==> config.mk <==
export PLATFORM = sky130hd
export DESIGN_NAME = armed_command_frame_interlock
export DESIGN_NICKNAME = d
export VERILOG_FILES = /design/src/sv/acfi_pkg.sv /design/src/sv/acfi_in_stage.sv /design/src/sv/acfi_ctrl.sv /design/src/sv/armed_command_frame_interlock.sv
export SDC_FILE = /design/constraint.sdc
export NUM_CORES = 1
export LEC_CHECK = 0
export CAP_MARGIN = 20
export CORE_MARGIN = 2
export CORE_UTILIZATION = 65
export DETAILED_ROUTE_END_ITERATION = 10
export DONT_BUFFER_PORTS = 1
export PLACE_DENSITY = 0.88
export SLEW_MARGIN = 5
export SYNTH_ARGS = -nofsm -noshare
export SYNTH_HDL_FRONTEND = slang
export SYNTH_HIERARCHICAL = 1
export SYNTH_SLANG_ARGS = --single-unit
==> constraint.sdc <==
create_clock -name clk -period 10.32 [get_ports clk]
set_input_delay 0.516 -clock clk [delete_from_list [all_inputs] [get_ports clk]]
set_output_delay 0.516 -clock clk [all_outputs]
set_load 0.01 [all_outputs]
==> src/sv/acfi_pkg.sv <==
// types and constants of the armed command frame interlock
package acfi_pkg;

    localparam int WORD_W      = 32;
    localparam int ANGLE_W     = 8;
    localparam int CFG_IDX_W   = 8;
    localparam int STATUS_W    = 2;

    // register indexes
    localparam logic [CFG_IDX_W-1:0] REG_SERVO_MIN = 8'd0;
    localparam logic [CFG_IDX_W-1:0] REG_SERVO_MAX = 8'd1;

    localparam logic [ANGLE_W-1:0] SERVO_MIN_RESET = 8'd5;
    localparam logic [ANGLE_W-1:0] SERVO_MAX_RESET = 8'd85;

    // status codes
    localparam logic [STATUS_W-1:0] STATUS_OK      = 2'd0;
    localparam logic [STATUS_W-1:0] STATUS_BAD_SUM = 2'd1;
    localparam logic [STATUS_W-1:0] STATUS_REFUSED = 2'd2;

    // command word meaning "on"
    localparam logic [WORD_W-1:0] CMD_ON = 32'd1;

    typedef struct packed {
        logic signed [WORD_W-1:0] data_cmd;
        logic signed [WORD_W-1:0] arm_cmd;
        logic signed [WORD_W-1:0] solenoid_cmd;
        logic signed [WORD_W-1:0] ignition_cmd;
        logic signed [WORD_W-1:0] siren_cmd;
        logic signed [WORD_W-1:0] spare_word;
        logic signed [WORD_W-1:0] servo_angle_cmd;
        logic signed [WORD_W-1:0] frame_checksum;
    } frame_t;

    typedef struct packed {
        logic [STATUS_W-1:0] status;
        logic                armed;
        logic                data_enabled;
        logic                solenoid_on;
        logic                ignition_on;
        logic                siren_on;
        logic                servo_move;
        logic [ANGLE_W-1:0]  servo_angle;
        logic                servo_out_of_range;
    } result_t;

    // captured frame with the checksum partly summed
    typedef struct packed {
        frame_t              frame;
        logic [WORD_W-1:0]   sum01;
        logic [WORD_W-1:0]   sum23;
        logic [WORD_W-1:0]   sum45;
    } stage_t;

endpackage

==> src/sv/acfi_in_stage.sv <==
// input register holding one request and its pairwise checksum sums
module acfi_in_stage (
    input  logic              clk,
    input  logic              rst_n,
    input  logic              take,
    input  logic              advance,
    input  acfi_pkg::frame_t  frame,
    output logic              stage_valid,
    output acfi_pkg::stage_t  stage
);

    logic             valid_reg;
    logic             valid_next;
    acfi_pkg::stage_t stage_reg;

    always_comb
    begin
        valid_next = valid_reg;
        if (take)
        begin
            valid_next = 1'b1;
        end
        else if (advance)
        begin
            valid_next = 1'b0;
        end
    end

    always_ff @(posedge clk or negedge rst_n)
    begin
        if (!rst_n)
        begin
            valid_reg <= 1'b0;
        end
        else
        begin
            valid_reg <= valid_next;
        end
    end

    always_ff @(posedge clk)
    begin
        if (take)
        begin
            stage_reg.frame <= frame;
            stage_reg.sum01 <= frame.data_cmd + frame.arm_cmd;
            stage_reg.sum23 <= frame.solenoid_cmd + frame.ignition_cmd;
            stage_reg.sum45 <= frame.siren_cmd + frame.spare_word;
        end
    end

    assign stage_valid = valid_reg;
    assign stage       = stage_reg;

endmodule

==> src/sv/acfi_ctrl.sv <==
// channel state and the per-frame interlock decision
module acfi_ctrl (
    input  logic                            clk,
    input  logic                            rst_n,
    input  logic                            commit,
    input  acfi_pkg::stage_t                stage,
    input  logic [acfi_pkg::ANGLE_W-1:0]    servo_min,
    input  logic [acfi_pkg::ANGLE_W-1:0]    servo_max,
    output acfi_pkg::result_t               result
);

    logic [acfi_pkg::WORD_W-1:0] last_data_reg,     last_data_next;
    logic [acfi_pkg::WORD_W-1:0] last_arm_reg,      last_arm_next;
    logic [acfi_pkg::WORD_W-1:0] last_solenoid_reg, last_solenoid_next;
    logic [acfi_pkg::WORD_W-1:0] last_ignition_reg, last_ignition_next;
    logic [acfi_pkg::WORD_W-1:0] last_siren_reg,    last_siren_next;
    logic [acfi_pkg::WORD_W-1:0] last_angle_reg,    last_angle_next;
    logic                        armed_reg,         armed_next;
    logic                        data_flag_reg,     data_flag_next;
    logic                        solenoid_reg,      solenoid_next;
    logic                        ignition_reg,      ignition_next;
    logic                        siren_reg,         siren_next;

    logic [acfi_pkg::WORD_W-1:0] sum;
    logic                        sum_ok;
    logic                        refused;
    logic                        angle_ok;
    logic                        move;
    logic                        out_of_range;
    logic [acfi_pkg::STATUS_W-1:0] status;

    always_comb
    begin
        sum      = stage.sum01 + stage.sum23 + stage.sum45
                 + stage.frame.servo_angle_cmd;
        sum_ok   = (sum == stage.frame.frame_checksum);
        angle_ok = (stage.frame.servo_angle_cmd >=
                        $signed({{(acfi_pkg::WORD_W-acfi_pkg::ANGLE_W){1'b0}}, servo_min}))
                && (stage.frame.servo_angle_cmd <=
                        $signed({{(acfi_pkg::WORD_W-acfi_pkg::ANGLE_W){1'b0}}, servo_max}));

        last_data_next     = last_data_reg;
        last_arm_next      = last_arm_reg;
        last_solenoid_next = last_solenoid_reg;
        last_ignition_next = last_ignition_reg;
        last_siren_next    = last_siren_reg;
        last_angle_next    = last_angle_reg;
        armed_next         = armed_reg;
        data_flag_next     = data_flag_reg;
        solenoid_next      = solenoid_reg;
        ignition_next      = ignition_reg;
        siren_next         = siren_reg;
        refused            = 1'b0;
        move               = 1'b0;
        out_of_range       = 1'b0;

        if (sum_ok)
        begin
            if (stage.frame.data_cmd != last_data_reg)
            begin
                data_flag_next = (stage.frame.data_cmd == acfi_pkg::CMD_ON);
                last_data_next = stage.frame.data_cmd;
            end

            if (stage.frame.arm_cmd != last_arm_reg)
            begin
                last_arm_next = stage.frame.arm_cmd;
                if (stage.frame.arm_cmd == acfi_pkg::CMD_ON)
                begin
                    armed_next = 1'b1;
                end
                else
                begin
                    armed_next    = 1'b0;
                    solenoid_next = 1'b0;
                    ignition_next = 1'b0;
                    siren_next    = 1'b0;
                end
            end

            if (stage.frame.solenoid_cmd != last_solenoid_reg)
            begin
                if (stage.frame.solenoid_cmd == acfi_pkg::CMD_ON && !armed_next)
                begin
                    refused = 1'b1;
                end
                else
                begin
                    solenoid_next      = (stage.frame.solenoid_cmd == acfi_pkg::CMD_ON);
                    last_solenoid_next = stage.frame.solenoid_cmd;
                end
            end

            // the frame stops at the first refused on-request
            if (!refused && stage.frame.ignition_cmd != last_ignition_reg)
            begin
                if (stage.frame.ignition_cmd == acfi_pkg::CMD_ON && !armed_next)
                begin
                    refused = 1'b1;
                end
                else
                begin
                    ignition_next      = (stage.frame.ignition_cmd == acfi_pkg::CMD_ON);
                    last_ignition_next = stage.frame.ignition_cmd;
                end
            end

            if (!refused)
            begin
                if (stage.frame.siren_cmd != last_siren_reg)
                begin
                    siren_next      = (stage.frame.siren_cmd == acfi_pkg::CMD_ON);
                    last_siren_next = stage.frame.siren_cmd;
                end
                if (stage.frame.servo_angle_cmd != last_angle_reg)
                begin
                    if (angle_ok)
                    begin
                        last_angle_next = stage.frame.servo_angle_cmd;
                        move            = 1'b1;
                    end
                    else
                    begin
                        out_of_range = 1'b1;
                    end
                end
            end
        end

        if (!sum_ok)
        begin
            status = acfi_pkg::STATUS_BAD_SUM;
        end
        else if (refused)
        begin
            status = acfi_pkg::STATUS_REFUSED;
        end
        else
        begin
            status = acfi_pkg::STATUS_OK;
        end

        result.status             = status;
        result.armed              = armed_next;
        result.data_enabled       = data_flag_next;
        result.solenoid_on        = solenoid_next;
        result.ignition_on        = ignition_next;
        result.siren_on           = siren_next;
        result.servo_move         = move;
        result.servo_angle        = last_angle_next[acfi_pkg::ANGLE_W-1:0];
        result.servo_out_of_range = out_of_range;
    end

    always_ff @(posedge clk or negedge rst_n)
    begin
        if (!rst_n)
        begin
            last_data_reg     <= '0;
            last_arm_reg      <= '0;
            last_solenoid_reg <= '0;
            last_ignition_reg <= '0;
            last_siren_reg    <= '0;
            last_angle_reg    <= '0;
            armed_reg         <= 1'b0;
            data_flag_reg     <= 1'b0;
            solenoid_reg      <= 1'b0;
            ignition_reg      <= 1'b0;
            siren_reg         <= 1'b0;
        end
        else if (commit)
        begin
            last_data_reg     <= last_data_next;
            last_arm_reg      <= last_arm_next;
            last_solenoid_reg <= last_solenoid_next;
            last_ignition_reg <= last_ignition_next;
            last_siren_reg    <= last_siren_next;
            last_angle_reg    <= last_angle_next;
            armed_reg         <= armed_next;
            data_flag_reg     <= data_flag_next;
            solenoid_reg      <= solenoid_next;
            ignition_reg      <= ignition_next;
            siren_reg         <= siren_next;
        end
    end

endmodule

==> src/sv/armed_command_frame_interlock.sv <==
// Armed command frame interlock: one result per command frame, one frame per clock
// sustained while the downstream side takes results. A frame is registered on input,
// then checked and applied to the channel state as it moves into the output register,
// which holds its result. The result register and the input register both advance
// while the downstream side takes results, letting a new request in on every cycle;
// a stalled output holds one result and one frame in flight.
// Servo limit registers are written on the cfg channel, which is always ready.
module armed_command_frame_interlock (
    input  logic                            clk,
    input  logic                            rst_n,
    input  logic                            in_valid,
    output logic                            in_ready,
    input  acfi_pkg::frame_t                in_data,
    output logic                            out_valid,
    input  logic                            out_ready,
    output acfi_pkg::result_t               out_data,
    input  logic                            cfg_valid,
    output logic                            cfg_ready,
    input  logic [acfi_pkg::CFG_IDX_W-1:0]  cfg_index,
    input  logic [acfi_pkg::ANGLE_W-1:0]    cfg_data
);

    logic                         stage_valid;
    acfi_pkg::stage_t             stage;
    acfi_pkg::result_t            result;
    logic                         advance;
    logic                         take;
    logic                         out_valid_reg;
    logic                         out_valid_next;
    acfi_pkg::result_t            out_data_reg;
    logic [acfi_pkg::ANGLE_W-1:0] servo_min_reg;
    logic [acfi_pkg::ANGLE_W-1:0] servo_max_reg;

    // the frame in the input register moves on when the result slot is free or its result is being taken
    assign advance  = stage_valid && (!out_valid_reg || out_ready);
    assign in_ready = !stage_valid || advance;
    assign take     = in_valid && in_ready;

    acfi_in_stage u_in_stage (
        .clk         (clk),
        .rst_n       (rst_n),
        .take        (take),
        .advance     (advance),
        .frame       (in_data),
        .stage_valid (stage_valid),
        .stage       (stage)
    );

    acfi_ctrl u_ctrl (
        .clk       (clk),
        .rst_n     (rst_n),
        .commit    (advance),
        .stage     (stage),
        .servo_min (servo_min_reg),
        .servo_max (servo_max_reg),
        .result    (result)
    );

    always_comb
    begin
        out_valid_next = out_valid_reg;
        if (advance)
        begin
            out_valid_next = 1'b1;
        end
        else if (out_ready)
        begin
            out_valid_next = 1'b0;
        end
    end

    always_ff @(posedge clk or negedge rst_n)
    begin
        if (!rst_n)
        begin
            out_valid_reg <= 1'b0;
        end
        else
        begin
            out_valid_reg <= out_valid_next;
        end
    end

    always_ff @(posedge clk)
    begin
        if (advance)
        begin
            out_data_reg <= result;
        end
    end

    always_ff @(posedge clk or negedge rst_n)
    begin
        if (!rst_n)
        begin
            servo_min_reg <= acfi_pkg::SERVO_MIN_RESET;
            servo_max_reg <= acfi_pkg::SERVO_MAX_RESET;
        end
        else if (cfg_valid)
        begin
            case (cfg_index)
                acfi_pkg::REG_SERVO_MIN: servo_min_reg <= cfg_data;
                acfi_pkg::REG_SERVO_MAX: servo_max_reg <= cfg_data;
                default:                 ;
            endcase
        end
    end

    assign cfg_ready = 1'b1;
    assign out_valid = out_valid_reg;
    assign out_data  = out_data_reg;

endmodule

==> summary.txt <==
Global routing
  • Pin count of the biggest net entering global routing: around 220
  • Tot GR Track Use: around 40%
  • Global-route wire length before repair: 142000 µm
  • Vias in the first global route: 23000
  • Remaining global-route overflow: 0
  • Initial antenna violation count: 8

Die
  • Starting Density: 65.4%
  • Core Rows: a little under 80
  • Die W: 220 µm
  • Boundary pin count: 297
  • Die area: ~0.048 mm²
  • Core Footprint: 0.0463 mm²
  • Die span in y: 220 µm

Timing
  • Max Slew Vio Count: 0
  • Period utilization: 57.1%
  • Slew headroom: 12.1%
  • RSZ-0062 raised after global routing: false
  • Tightest Pin Transition: between 1 and 1.5 ns
  • Clock Skews: roughly 0.04 ns
  • Min Tclk post-route: 5.89 ns
  • Setup TNS: 0 ns
  • Max Fclk: 0.170 GHz
  • Hold Violations, Final: 6
  • # setup viols final: 0
  • Hold WS: -0.0440 ns

Min path
  • HP Class: in -> async

Yosys
  • Post-Syn Area: 0.0303 mm²
  • Synthesized netlist cell count: around 2400
  • Syn avg cell area: around 13 µm²
  • Synthesized net count: 2874
  • Synth warn: 6

Clocking
  • CTS Buffer Depth: 3
  • Total clock sinks: 552
  • # H-tree levels: 2
  • Post-cts resize count: 0
  • Number of buffers created by CTS: 56
  • Clock slew at reported path FFs: around 0.070 ns
  • Clock Latency Late Sink: 0.64 ns
  • Clock Root Buffer: clkbuf_16
  • CTS tree: built

Finish
  • Largest register FFs: 320
  • Multi-input gate area: 0.0142 mm²
  • Filler cells: between 2000 and 3000
  • Layout Area Growth over Synthesis: 15.7%
  • Register Area: 0.0155 mm²
  • Layout cells sized above 1: 11.0%
  • # nets final: 3112

Setup path
  • Type of origin of the critical path: flop
  • Worst R2R Setup Slack: 4.43 ns
  • R2R cell count: 14
  • Crit. End Element: flop
  • CP required: 10.82 ns
  • Critical Path Start: u_in_stage/stage[4]
  • Crit Reg-Reg Endpoint: u_ctrl/last_solenoid_reg[12]
  • Arr. time, crit path: 6.39 ns
  • Critical path class: reg -> reg
  • Worst r2r src: u_in_stage/stage[4]
  • CP max FO: 32

Power
  • Clock network fraction of total power: 25.5%
  • Power per cell area: 239 mW/mm²
  • Sw power: approximately 3.3 mW
  • Flop pwr share: 34.0%
  • P_int: 5.04 mW
  • Sw Ratio: 39.8%
  • Peak VDD IR: approximately 0.00026 V
  • Leakage power: 14.5 nW
  • Logic pwr share: about two fifths

Drt
  • DR WL/cell: between 20 and 30 µm
  • Post-Route WL: 97200 µm
  • Met2 WL: 45700 µm
  • Routed wl met3: between 10000 and 15000 µm
  • First-pass iteration count of the detailed router: 6
  • Via count: 22600
  • DRC: 0
  • Vias per cell: between 6 and 7
  • DR top layer: met4
  • Wl on met1: 34200 µm
  • Initial drt markers: 2921
  • Final ANT Viol Nets: 0

Place
  • Port bufs: 0
  • Dpl hpwl: 67100 µm
  • Final Wtd Congestion: 0.981

Outcome
  • Failing checks: negative hold slack
  • Run status: finished, violations left

Run
  • Max Cap Viol: 0
cell usage in the layout (no fill, tap or decap), types with 14 or more instances in the layout:
cell	count
ha_1	140
nand2_1	102
xor2_1	164
mux2_1	53
and3_1	17
nand3_1	31
o21a_1	24
nor2b_1	35
mux2_2	141
inv_1	65
dlygate4sd3_1	224
a31oi_1	19
o211ai_1	15
xnor2_1	149
a21o_1	60
nand4_1	65
o21ai_0	68
nand2b_1	17
nor3_1	36
dfrtp_1	209
nor4_1	88
edfxtp_1	337
fa_1	65
nor2_1	96
clkbuf_16	60
or3_1	14
a21oi_1	126
repair_timing:
item,in CTS,in global routing
setup buffers,0,0
hold buffers,225,0
hold endpoints to repair,439,0
worst max-delay path, stage by stage, from the launching register on:
cell and delay, ns:
edfxtp_1 0.50, fa_1 0.62, fa_1 0.44, ha_1 0.38
a21o_1 0.21, a21oi_1 0.55, a21o_1 0.28, a31oi_1 0.17
or4_1 0.57, a32oi_1 0.19, nand4_1 0.33, buf_4 0.36
nor4_4 0.24, buf_4 0.42, mux2_1 0.44
worst max path at each step:
stage	endpoint	slack, ns	cells after the start
final	u_ctrl/last_solenoid_reg[12]	4.43	14
after global routing	out_data[7]	4.29	16
after CTS	out_data[7]	4.57	13
after detailed placement	out_data[5]	4.59	13
after global placement	out_data[4]	4.65	13
after floorplan	u_in_stage/stage[0]	1.60	2
layer usage:
| metal | GRT usage (%) | vias up |
|---|---|---|
| li1 | - | 9456 |
| met4 | 23.8 | 0 |
| met2 | 65.1 | 1648 |
| met1 | 49.0 | 11000 |
| met5 | 0 | - |
| met3 | 9.61 | 431 |
per-stage QoR:
stage                     util, %  cells  area, µm²  power (mW)  setup slack [ns]
after detailed placement     66.6   2953      30800        5.94              4.59
after global routing         75.6   3287      35000        8.67              4.29
after CTS                    75.6   3284      35000        8.12              4.57
after floorplan                 -   2392      30300        5.02              1.60
final                        75.7   3293      35000        8.37              4.43
after global placement       66.6   2953      30800        5.94              4.65
area by class of cell:
type                    count  area share [%]
clock inverters            30           0.729
diodes                      8          0.0572
inverters                  65           0.697
clock buffers              76            4.72
well taps                 607            2.17
multi-input cells        1718            40.5
repair buffers            237            6.83
flip-flops and latches    552            44.3
power by group through the flow:
| stage | sequential (mW) | combinational, mW | clock [mW] |
|---|---|---|---|
| floorplan | 2.83 | 2.19 | 0 |
| global placement | 2.87 | 3.07 | 0 |
| finish | 2.85 | 3.39 | 2.13 |
| global route | 2.86 | 3.59 | 2.22 |
| CTS | 2.84 | 3.18 | 2.10 |
| detailed placement | 2.88 | 3.07 | 0 |
Power figures use the tool's default switching activity.
